[src/rtl/core/psp_pkg.sv]
// ----------------------------------------------------------------------------
// Pedal solenoid pump controller package
// Shared widths, reset values, register indexes, mode codes and types.
// ----------------------------------------------------------------------------
package psp_pkg;

  // Field and register widths
  localparam int unsigned THR_W      = 10;
  localparam int unsigned DEB_W      = 8;
  localparam int unsigned SCALE_W    = 4;
  localparam int unsigned RUN_ON_W   = 14;
  localparam int unsigned CFG_DATA_W = 10;
  localparam int unsigned CFG_IDX_W  = 2;
  localparam int unsigned SAMPLE_IN_W = 10;
  localparam int unsigned IN_TDATA_W  = 16;
  localparam int unsigned OUT_TDATA_W = 8;

  // Default converter resolution
  localparam int unsigned SAMPLE_BITS_DEF = 10;

  // Longest run-on time that the countdown can hold
  localparam logic [RUN_ON_W-1:0] RUN_ON_MAX = '1;

  // Register reset values
  localparam logic [DEB_W-1:0]   DEBOUNCE_RST  = 8'd10;
  localparam logic [THR_W-1:0]   DIRECT_RST    = 10'd33;
  localparam logic [THR_W-1:0]   PERMANENT_RST = 10'h3F0;
  localparam logic [SCALE_W-1:0] SCALE_RST     = 4'd6;

  // Configuration register indexes
  typedef enum logic [CFG_IDX_W-1:0] {
    REG_DEBOUNCE  = 2'd0,
    REG_DIRECT    = 2'd1,
    REG_PERMANENT = 2'd2,
    REG_SCALE     = 2'd3
  } cfg_reg_t;

  // Pump modes
  typedef enum logic [1:0] {
    MODE_DIRECT    = 2'd0,
    MODE_TIMEOUT   = 2'd1,
    MODE_PERMANENT = 2'd2
  } mode_t;

  // Current configuration, handed from the register file to the datapath
  typedef struct packed {
    logic [DEB_W-1:0]   debounce_ticks;
    logic [THR_W-1:0]   direct_threshold;
    logic [THR_W-1:0]   permanent_threshold;
    logic [SCALE_W-1:0] timeout_scale;
  } psp_cfg_t;

endpackage

[src/rtl/core/psp_regs.sv]
// ----------------------------------------------------------------------------
// Pedal solenoid pump controller configuration registers
// Holds the four settings and takes a write on every transaction of the port.
// ----------------------------------------------------------------------------
module psp_regs
  import psp_pkg::*;
(
  input  logic                  clk,
  input  logic                  rst_n,
  input  logic                  cfg_valid,
  output logic                  cfg_ready,
  input  logic [CFG_IDX_W-1:0]  cfg_index,
  input  logic [CFG_DATA_W-1:0] cfg_data,
  output psp_cfg_t              cfg
);

  psp_cfg_t cfg_r;

  // The register file is always able to take a write.
  assign cfg_ready = 1'b1;
  assign cfg       = cfg_r;

  // Register writes, truncated to each register's width.
  always_ff @(posedge clk) begin
    if (!rst_n) begin
      cfg_r.debounce_ticks      <= DEBOUNCE_RST;
      cfg_r.direct_threshold    <= DIRECT_RST;
      cfg_r.permanent_threshold <= PERMANENT_RST;
      cfg_r.timeout_scale       <= SCALE_RST;
    end else if (cfg_valid) begin
      unique case (cfg_reg_t'(cfg_index))
        REG_DEBOUNCE:  cfg_r.debounce_ticks      <= cfg_data[DEB_W-1:0];
        REG_DIRECT:    cfg_r.direct_threshold    <= cfg_data[THR_W-1:0];
        REG_PERMANENT: cfg_r.permanent_threshold <= cfg_data[THR_W-1:0];
        REG_SCALE:     cfg_r.timeout_scale       <= cfg_data[SCALE_W-1:0];
        default: ;
      endcase
    end
  end

endmodule

[src/rtl/core/pedal_solenoid_pump_controller.sv]
// ----------------------------------------------------------------------------
// Pedal solenoid pump controller
// Debounces the pedal, selects the pump mode from potentiometer samples and
// drives the solenoid valve and pump, one tick per input transaction.
// ----------------------------------------------------------------------------
// A result passes the input register, then the state update into the result register.
// Throughput: one tick per cycle while results are taken; the single state update step sets this rate.
// Reset: synchronous, active low; clears the valid flags and controller state, loads register defaults.
// No clearing pass: the block can accept a tick as soon as reset is released.
module pedal_solenoid_pump_controller
  import psp_pkg::*;
#(
  parameter int unsigned SAMPLE_BITS = SAMPLE_BITS_DEF
) (
  input  logic                   clk,
  input  logic                   rst_n,
  // Tick input
  input  logic                   in_tvalid,
  output logic                   in_tready,
  input  logic [IN_TDATA_W-1:0]  in_tdata,   // [0] pedal_level, [10:1] pot_sample, rest zero
  input  logic                   in_tuser,   // [0] sample_valid
  // Drive result
  output logic                   out_tvalid,
  input  logic                   out_tready,
  output logic [OUT_TDATA_W-1:0] out_tdata,  // [0] solenoid_open, [1] pump_run, [3:2] mode_now
  // Configuration writes
  input  logic                   cfg_valid,
  output logic                   cfg_ready,
  input  logic [CFG_IDX_W-1:0]   cfg_index,
  input  logic [CFG_DATA_W-1:0]  cfg_data
);

  // Usable sample bits and the width of the run-on product
  localparam int unsigned SAMPLE_W = (SAMPLE_BITS < THR_W) ? SAMPLE_BITS : THR_W;
  localparam int unsigned PROD_W   = SAMPLE_W + SCALE_W;
  localparam int unsigned EXT_W    = (PROD_W > RUN_ON_W) ? PROD_W : RUN_ON_W;

  psp_cfg_t cfg;

  psp_regs u_regs (
    .clk       (clk),
    .rst_n     (rst_n),
    .cfg_valid (cfg_valid),
    .cfg_ready (cfg_ready),
    .cfg_index (cfg_index),
    .cfg_data  (cfg_data),
    .cfg       (cfg)
  );

  // Input register
  logic                   item_v_r;
  logic                   item_pedal_r;
  logic                   item_sv_r;
  logic [SAMPLE_IN_W-1:0] item_sample_r;

  // Controller state
  logic [DEB_W-1:0]    ignore_count_r, ignore_count_nxt;
  logic                last_pedal_r, last_pedal_nxt;
  mode_t               mode_r, mode_nxt;
  logic [RUN_ON_W-1:0] run_on_time_r, run_on_time_nxt;
  logic [RUN_ON_W-1:0] run_on_left_r, run_on_left_nxt;
  logic                valve_r, valve_nxt;
  logic                pump_nxt;

  // Result register
  logic  out_v_r;
  logic  out_sol_r;
  logic  out_pump_r;
  mode_t out_mode_r;

  logic                out_free;
  logic                fire;
  logic [SAMPLE_W-1:0] sample;
  logic [EXT_W-1:0]    prod;
  logic [RUN_ON_W-1:0] reload;

  // Handshake: the result register frees when empty or being taken.
  assign out_free  = !out_v_r || out_tready;
  assign fire      = item_v_r && out_free;
  assign in_tready = !item_v_r || out_free;

  always_ff @(posedge clk) begin
    if (!rst_n) begin
      item_v_r <= 1'b0;
    end else if (in_tready) begin
      item_v_r <= in_tvalid;
    end
  end

  always_ff @(posedge clk) begin
    if (in_tvalid && in_tready) begin
      item_pedal_r  <= in_tdata[0];
      item_sv_r     <= in_tuser;
      item_sample_r <= in_tdata[SAMPLE_IN_W:1];
    end
  end

  assign sample = item_sample_r[SAMPLE_W-1:0];
  assign prod   = EXT_W'(sample) * EXT_W'(cfg.timeout_scale);

  // One tick of the controller: mode, debounce, valve, pump and countdown.
  always_comb begin
    mode_nxt         = mode_r;
    run_on_time_nxt  = run_on_time_r;
    ignore_count_nxt = ignore_count_r;
    last_pedal_nxt   = last_pedal_r;
    valve_nxt        = valve_r;
    run_on_left_nxt  = run_on_left_r;
    reload           = '0;

    // A new sample picks the mode; permanent wins where thresholds overlap.
    if (item_sv_r) begin
      if (THR_W'(sample) >= cfg.permanent_threshold) begin
        mode_nxt        = MODE_PERMANENT;
        run_on_time_nxt = '0;
      end else if (THR_W'(sample) <= cfg.direct_threshold) begin
        mode_nxt        = MODE_DIRECT;
        run_on_time_nxt = '0;
      end else begin
        mode_nxt        = MODE_TIMEOUT;
        run_on_time_nxt = (prod > EXT_W'(RUN_ON_MAX)) ? RUN_ON_MAX : RUN_ON_W'(prod);
      end
    end

    // Debounce: an edge starts the hold-off, during which the valve keeps its state.
    if (ignore_count_r == '0) begin
      if (last_pedal_r != item_pedal_r) begin
        ignore_count_nxt = cfg.debounce_ticks;
      end
      last_pedal_nxt = item_pedal_r;
      valve_nxt      = item_pedal_r;
      if (item_pedal_r) begin
        run_on_left_nxt = run_on_time_nxt;
      end
    end else begin
      ignore_count_nxt = ignore_count_r - 1'b1;
    end

    pump_nxt = valve_nxt || (mode_nxt == MODE_PERMANENT) ||
               ((mode_nxt == MODE_TIMEOUT) && (run_on_left_nxt != '0));

    // Clamp the countdown to the current run-on time, then count down.
    reload = (run_on_left_nxt > run_on_time_nxt) ? run_on_time_nxt : run_on_left_nxt;
    run_on_left_nxt = (reload != '0) ? reload - 1'b1 : reload;
  end

  // State update, taken together with the result.
  always_ff @(posedge clk) begin
    if (!rst_n) begin
      ignore_count_r <= '0;
      last_pedal_r   <= 1'b0;
      mode_r         <= MODE_DIRECT;
      run_on_time_r  <= '0;
      run_on_left_r  <= '0;
      valve_r        <= 1'b0;
    end else if (fire) begin
      ignore_count_r <= ignore_count_nxt;
      last_pedal_r   <= last_pedal_nxt;
      mode_r         <= mode_nxt;
      run_on_time_r  <= run_on_time_nxt;
      run_on_left_r  <= run_on_left_nxt;
      valve_r        <= valve_nxt;
    end
  end

  // Result register
  always_ff @(posedge clk) begin
    if (!rst_n) begin
      out_v_r <= 1'b0;
    end else if (out_free) begin
      out_v_r <= item_v_r;
    end
  end

  always_ff @(posedge clk) begin
    if (fire) begin
      out_sol_r  <= valve_nxt;
      out_pump_r <= pump_nxt;
      out_mode_r <= mode_nxt;
    end
  end

  assign out_tvalid = out_v_r;
  assign out_tdata  = {4'b0000, out_mode_r, out_pump_r, out_sol_r};

  // The countdown never exceeds the run-on time once a tick is done.
  a_left_le_time: assert property (@(posedge clk) disable iff (!rst_n)
    run_on_left_r <= run_on_time_r)
    else $error("run-on countdown above run-on time");

  // Only timeout mode carries a run-on time.
  a_time_only_timeout: assert property (@(posedge clk) disable iff (!rst_n)
    (mode_r != MODE_TIMEOUT) |-> (run_on_time_r == '0))
    else $error("run-on time held outside timeout mode");

  // During the hold-off the valve keeps its state.
  a_holdoff_valve: assert property (@(posedge clk) disable iff (!rst_n)
    (fire && (ignore_count_r != '0)) |=> (valve_r == $past(valve_r)))
    else $error("valve changed during debounce hold-off");

  // A waiting result is never overwritten.
  a_no_overwrite: assert property (@(posedge clk) disable iff (!rst_n)
    (out_v_r && !out_tready) |-> !fire)
    else $error("result overwritten while stalled");

  // An open valve always runs the pump.
  a_valve_pump: assert property (@(posedge clk) disable iff (!rst_n)
    (out_v_r && out_sol_r) |-> out_pump_r)
    else $error("valve open without pump");

endmodule
[config.mk]
export PLATFORM = sky130hd
export DESIGN_NAME = pedal_solenoid_pump_controller
export DESIGN_NICKNAME = d
export VERILOG_FILES = /design/src/rtl/core/psp_pkg.sv /design/src/rtl/core/psp_regs.sv /design/src/rtl/core/pedal_solenoid_pump_controller.sv
export SDC_FILE = /design/constraint.sdc
export NUM_CORES = 1
export LEC_CHECK = 0
export ABC_CLOCK_PERIOD_IN_PS = 7000
export BUFFER_PORTS_ARGS = -buffer_cell sky130_fd_sc_hd__buf_2
export CAP_MARGIN = 20
export CORE_MARGIN = 3
export CORE_UTILIZATION = 58
export CTS_CLUSTER_SIZE = 25
export DETAILED_ROUTE_END_ITERATION = 6
export PLACE_DENSITY = 0.77
export SLEW_MARGIN = 5
export SYNTH_ARGS = -nofsm -noshare
export SYNTH_HDL_FRONTEND = slang
export SYNTH_SLANG_ARGS = --single-unit
[constraint.sdc]
create_clock -name clk -period 7 [get_ports clk]
set_input_delay 0.35 -clock clk [delete_from_list [all_inputs] [get_ports clk]]
set_output_delay 0.35 -clock clk [all_outputs]
set_load 0.03 [all_outputs]
== After elaboration in Yosys (flattened, before gate mapping) ==
Index checks and enable logic that the tools add are counted.
Operators by class
  shift operators: 0
  $lt $le $gt $ge: 4
  divide/modulo/power cells: 0
  mux-type cells: 14
  reduce and logical (&&, ||, !) cells: 19
  bitwise gates (word level): 0
  add/subtract/negate cells: 2
  equal/unequal tests: 7
  multipliers: 1
Operators by type and width (number)
  $mux 14: 8
  $reduce_bool 14->1: 2
  $mux 8: 2
  $gt 14x14->1: 1
  $gt 14x14->1 const B: 1
  $mul 10x4->14: 1
  $sub 14x1->14 const B: 1
  $reduce_and 2->1: 6
  $ge 10x10->1: 1
  $le 10x10->1: 1
  $logic_not 8->1: 1
  $sub 8x1->8 const B: 1
  $eq 2x2->1 const B: 3
  $eq 2x1->1 const B: 2
  $logic_or 1x1->1: 4
  $mux 2: 2
  $logic_and 1x1->1: 3
  $logic_not 1->1: 2
  $logic_not 2->1: 1
  $mux 1: 2
  $ne 2x1->1 const B: 1
  $ne 1x1->1: 1
Storage, ports and cells
  word-level logic and storage cells: 65
  output and inout port bits: 11
  memories: 0
  register bits after elaboration: 90
  RAM bits: 0
  input port bits: 34
  ROM bits: 0
  latch bits: 0

== Depth between registers and ports, before layout ==
  depth in word-level cells: 12
  depth in mapped cells: 28
  gate-level depth less buffers: 26

== Modules after synthesis ==
From an unflattened synthesis, not the netlist that was laid out.
Second synthesis, totals
  cells, all modules: 783
  area total of the unflattened synthesis: 6673.9 µm²
By module, submodules not included
  pedal_solenoid_pump_controller: cells an instance 655, area an instance 5391.4 µm², seq. area each 1321.3 µm², times used 1
  psp_regs: cells an instance 128, area an instance 1282.5 µm², seq. area each 640.6 µm², times used 1

== Worst setup path before layout ==
No wires, ideal clock.
  path type: register -> register
  start point: register u_regs.cfg_r (netlist bit u_regs.cfg[3])
  end point: register run_on_left_r[8]
  required time: 6.880 ns
  stages on the path, launching flop included: 25
  period minus slack after synthesis: 6.149 ns
  path slack: 0.851 ns
  data arrival time: 6.030 ns
  setup time: 0.120 ns
  buffers on the path: 1
  path through: dfxtp_1 > clkbuf_1 > nand2_1 > fa_1 > fa_1 > inv_1 > fa_1 > a21o_1 > and4_1 > o2111ai_1 > nand3_1 > a22oi_1 > o21ai_0 > ha_1 > a21oi_1 > a21boi_1 > o311a_1 > o31ai_2 > nand2_2 > mux2i_4 > ha_1 > o221ai_2 > or2_1 > o311a_1 > o31a_1
On the way
  cells in the longest elaborated chain, start to end: 12
  elaborated cells between the ends (all ways): 13
  those cells by class: add/sub (1); mul (1); order compare (2); mux (8); reduce/logical (1)
Ends and longest elaborated chain
  from (decl): line psp_regs.sv:17  | psp_cfg_t cfg_r;
  $mul 10x4->14 *: line pedal_solenoid_pump_controller.sv:99  | assign prod = EXT_W'(sample) * EXT_W'(cfg.timeout_scale);
  $gt 14x14->1: line pedal_solenoid_pump_controller.sv:121  | run_on_time_nxt = (prod > EXT_W'(RUN_ON_MAX)) ? RUN_ON_MAX : RUN_ON_W'(prod);
  $mux 14 *: line pedal_solenoid_pump_controller.sv:121
  $mux 14 *: line pedal_solenoid_pump_controller.sv:116  | end else if (THR_W'(sample) <= cfg.direct_threshold) begin
  $mux 14 *: line pedal_solenoid_pump_controller.sv:113  | if (THR_W'(sample) >= cfg.permanent_threshold) begin
  $mux 14 *: line pedal_solenoid_pump_controller.sv:112  | if (item_sv_r) begin
  $mux 14: line pedal_solenoid_pump_controller.sv:132  | if (item_pedal_r) begin
  $mux 14: line pedal_solenoid_pump_controller.sv:126  | if (ignore_count_r == '0) begin
  $gt 14x14->1: line pedal_solenoid_pump_controller.sv:143  | reload = (run_on_left_nxt > run_on_time_nxt) ? run_on_time_nxt : run_on_left_nxt;
  $mux 14 *: line pedal_solenoid_pump_controller.sv:143
  $sub 14x1->14 or $reduce_bool 14->1 (tied branches): line pedal_solenoid_pump_controller.sv:144  | run_on_left_nxt = (reload != '0) ? reload - 1'b1 : reload;
  $mux 14 *: line pedal_solenoid_pump_controller.sv:144
  to (signal assigned): line pedal_solenoid_pump_controller.sv:161  | run_on_left_r <= run_on_left_nxt;
  to (decl): line pedal_solenoid_pump_controller.sv:61  | logic [RUN_ON_W-1:0] run_on_left_r, run_on_left_nxt;
Mark *: on every way between the ends. The rest lies on a longest branch, timed or not.
A chain may end at the register's enable or synchronous reset.

== Worst setup path after layout ==
  start point: register item_sample_r[5]
  end point: register run_on_left_r[8]
On the way
  cells in the longest elaborated chain, start to end: 12
  elaborated cells between the ends (all ways): 15
  those cells by class: add/sub (1); mul (1); order compare (4); mux (8); reduce/logical (1)
Ends and longest elaborated chain
  from (decl): line pedal_solenoid_pump_controller.sv:54  | logic [SAMPLE_IN_W-1:0] item_sample_r;
  from (signal assigned): line pedal_solenoid_pump_controller.sv:94  | item_sample_r <= in_tdata[SAMPLE_IN_W:1];
  $mul 10x4->14: line pedal_solenoid_pump_controller.sv:99
  $gt 14x14->1: line pedal_solenoid_pump_controller.sv:121
  $mux 14: line pedal_solenoid_pump_controller.sv:121
  $mux 14: line pedal_solenoid_pump_controller.sv:116
  $mux 14 *: line pedal_solenoid_pump_controller.sv:113
  $mux 14 *: line pedal_solenoid_pump_controller.sv:112
  $mux 14: line pedal_solenoid_pump_controller.sv:132
  $mux 14: line pedal_solenoid_pump_controller.sv:126
  $gt 14x14->1: line pedal_solenoid_pump_controller.sv:143
  $mux 14 *: line pedal_solenoid_pump_controller.sv:143
  $sub 14x1->14 or $reduce_bool 14->1 (tied branches): line pedal_solenoid_pump_controller.sv:144
  $mux 14 *: line pedal_solenoid_pump_controller.sv:144
Marks and branches as above.

==> summary.txt <==
Outcome
  • Status: finished, final reports clean

Logic synthesis
  • Netlist cell types: a little under 90
  • Synth area leaders: dfxtp_1, ha_1, edfxtp_1
  • Cells after synthesis: 804
  • Commonest cells in the netlist: nand2_1, nor2_1, dfxtp_1
  • Sequential share of the synthesized area: just under 30%
  • FFs w/ async S/R, synth: 0%
  • Syn. warnings: 0
  • Leading area contributor after synthesis: dfxtp_1
  • Syn_area_per_cell: 8.30 µm²
  • #FFs+latches synth: 90
  • EDFF count, synth: 16
  • Share of the synthesized area in the top cell type: 22.2%
  • Most common flop cell mapped by yosys: dfxtp_1
  • Most common cell in the netlist: nand2_1
  • Netlist Area Pre-Place: 6670 µm²

Hold path
  • Hold crit path type: in2reg

Cells and area
  • Number of nets in the layout: between 900 and 1000
  • Fin cells: about 980
  • Area grow syn2layout: 11.2%
  • Diode count: 0
  • Final core occ: ~67%
  • Fin area: 7420 µm²
  • Layout cells sized above 1: between 10% and 20%
  • # fillers: ~930

Timing
  • Final Hold Fails: 0
  • Worst rel slew slack: about two fifths
  • Post-layout min period: between 6000 and 7000 ps
  • Fin crit share: between 90% and 100%
  • Least-Margin Pin Slew: between 900 and 1000 ps
  • Clock skew: approximately 8.4 ps
  • Achievable Freq: around 150 MHz
  • Max-slew violations: 0
  • Final setup fails: 0

Setup path
  • Crit path largest cell delay: 540 ps
  • Worst Path Required: 7240 ps
  • Crit path launch type: register
  • Cell chain of the critical path: and2_1, fa_1, inv_1, fa_1, inv_1, ha_1, and3_1, a211oi_4, o21ai_0, xor2_1, a22oi_2, o21ai_1, ha_1, nand4_1, nor2_1, o311a_1, o31ai_4, nand2_2, buf_4, a41oi_2, nor4_2, or2_1, o311a_1, o31a_1
  • Worst Path Arrival: just under 7000 ps
  • WP buf/inv: 3
  • Worst setup EP type: register
  • CP Max Fanout: 19
  • Crit path max-delay family: compound AO/OA/AOI/OAI gates
  • CP max stage cell: edfxtp_1
  • Critical path class: reg2reg

GRT
  • Total Routing Usage GR: about a quarter
  • Largest net degree at the start of global routing: 53
  • First-pass GRT wire length: 27700 µm
  • GRT overflow: 0
  • M2 GR Usage: a little over two fifths
  • Met3 GRT Util: about 5.0%
  • Met1 usage: a little over a third
  • Vias in the first global route: approximately 5800
  • Initial antenna violation count: 0
  • Gr busiest metal: met2

Floorplan
  • Boundary Pins: between 40 and 50
  • Die area: 12800 µm²
  • Standard-cell row count: 38
  • Initial Utilization: 60.5%
  • Die H: around 110 µm
  • Die X-Extent: 113 µm
  • Core area: ~11000 µm²

Placed design
  • Dpl cells: between 900 and 1000
  • GP Congestion: approximately 0.94
  • Post-Place Cell Area: between 6000 and 7000 µm²
  • HPWL after DPL: around 12000 µm
  • Port bufs: 34

Power
  • Reg power frac: between 20 and 25%
  • Sw power: 1.40 mW
  • Cell Int Power: around 1.6 mW
  • Worst vdd ir: 0.272 mV
  • Clock power frac: 16.1%
  • Pleak: 3.14 nW
  • PwrDens: 405 nW/µm²
  • Sw Ratio: between 40% and 50%
  • Comb pwr share: 62.0%

Routing
  • Routed vias: just over 6000
  • Post-Route WL: around 17000 µm
  • 1st-pass router iterations: 5
  • DR iter-0 viols: between 400 and 500
  • Vias per Instance: between 6 and 7
  • WL/cell: between 15 and 20 µm
  • Post-DRT Antenna Nets: 0
  • DRC: 0

Clocking
  • Clock tree buffer depth: 2
  • CTS root buffer: clkbuf_16
  • Hold-fix buffers, CTS: 0
  • CTS tree: done
  • H-tree depth: 3
  • TritonCTS Sinks: 90
  • Clock slew at reported path FFs: ~70 ps
  • Clk Latency, worst-skew pair: around 350 ps
  • TritonCTS Buffers: 9

Flow run
  • Maxcap violations: 0
-- flip-flops by register name (all words and copies together) (netlist names) --
signal	count
out_sol_r	1
out_tvalid	1
mode_r	2
u_regs.cfg	32
run_on_time_r	14
item_pedal_r	1
item_sample_r	10
run_on_left_r	14
ignore_count_r	8
item_v_r	1
item_sv_r	1
last_pedal_r	1
out_pump_r	1
valve_r	1
out_mode_r	2
-- cell families after synthesis --
family / synth area share [%]
other: 0.113
AND/OR/NAND/NOR: 22.1
AO/OA/AOI/OAI: 21.9
XOR/XNOR: 1.31
buffers and inverters: 6.68
flip-flops: 29.4
multiplexers: 3.39
adder cells (fa/ha/maj): 15.1
-- cell usage in the layout, fill, tap and decap left out, types with 7 or more instances in the layout --
cell and n:
nand2_1 84, nor2_1 80, and3_1 7, a211oi_1 19, inv_1 62, dfxtp_1 72, edfxtp_1 16, o21ai_0 38
a21oi_1 57, ha_1 55, fa_1 16, nand4_1 9, and2_1 31, nand3_1 15, nor3_1 23, a22oi_1 8
a21o_1 12, mux2i_1 17, clkbuf_16 9, buf_2 34, o211ai_1 10, buf_4 30, a31oi_1 7
-- power groups by stage --
stage          Clock [mW]  Combinational [mW]  Sequential, mW
6_report            0.484                1.86           0.657
3_5_place_dp            0                1.69           0.665
2_1_floorplan           0                1.32           0.644
5_1_grt             0.512                2.04           0.664
4_1_cts             0.491                1.70           0.654
3_3_place_gp            0                1.64           0.662
-- worst register-to-register path: cells and delay by family (launching register included) --
kind | cells | cell delay [ps]
adders and majority gates | 4 | 1690
xor gates and xnor gates | 1 | 200
DFF | 1 | 540
AOI/OAI and AO/OA | 9 | 2460
buffers and inverters | 3 | 360
and+or+nand+nor | 7 | 1350
-- path summary, 6_finish.rpt --
kind	start	endpoint	slack, ps	cells past startpoint
worst max register to register	item_sample_r[5]$_DFFE_PP_	run_on_left_r[8]$_SDFFE_PN0P_	290	24
worst min-delay path	in_tdata[4]	item_sample_r[3]$_DFFE_PP_	180	1
worst max-delay path	item_sample_r[5]$_DFFE_PP_	run_on_left_r[8]$_SDFFE_PN0P_	290	24
worst min register to register	u_regs.cfg[18]$_SDFFE_PN0P_	u_regs.cfg[18]$_SDFFE_PN0P_	460	2
-- what timing repair did --
action / CTS / global route
setup buffers: 0 / 7
hold endpoints to repair: 0 / 0
setup endpoints to repair: 0 / 13
gates resized for setup: 0 / 17
-- per-layer routing --
| layer | wire, µm | vias to the layer above |
|---|---|---|
| met3 | 973 | 32 |
| met5 | 0 | - |
| met4 | 339 | 0 |
| met2 | 7790 | 203 |
| met1 | 7450 | 2896 |
| li1 | - | 2919 |
-- cell type report --
class | count | area [µm²] | share of cell area [%]
clock buffer | 11 | 253 | 3.41
clock inverter | 5 | 45.0 | 0.607
inverter | 62 | 233 | 3.14
multi-input combinational | 610 | 4350 | 58.7
sequential | 90 | 1960 | 26.5
tap | 140 | 175 | 2.36
timing repair buffer | 64 | 395 | 5.33
-- metrics by stage --
step	power, mW	TNS (ps)	worst slack [ps]	hold slack [ps]
2_1_floorplan	1.96	0	851	432
3_3_place_gp	2.30	0	392	446
3_5_place_dp	2.35	0	206	452
4_1_cts	2.84	0	171	165
5_1_grt	3.22	-4.31	-4.31	169
6_report	3.01	0	292	176
Power figures use the tool's default switching activity.
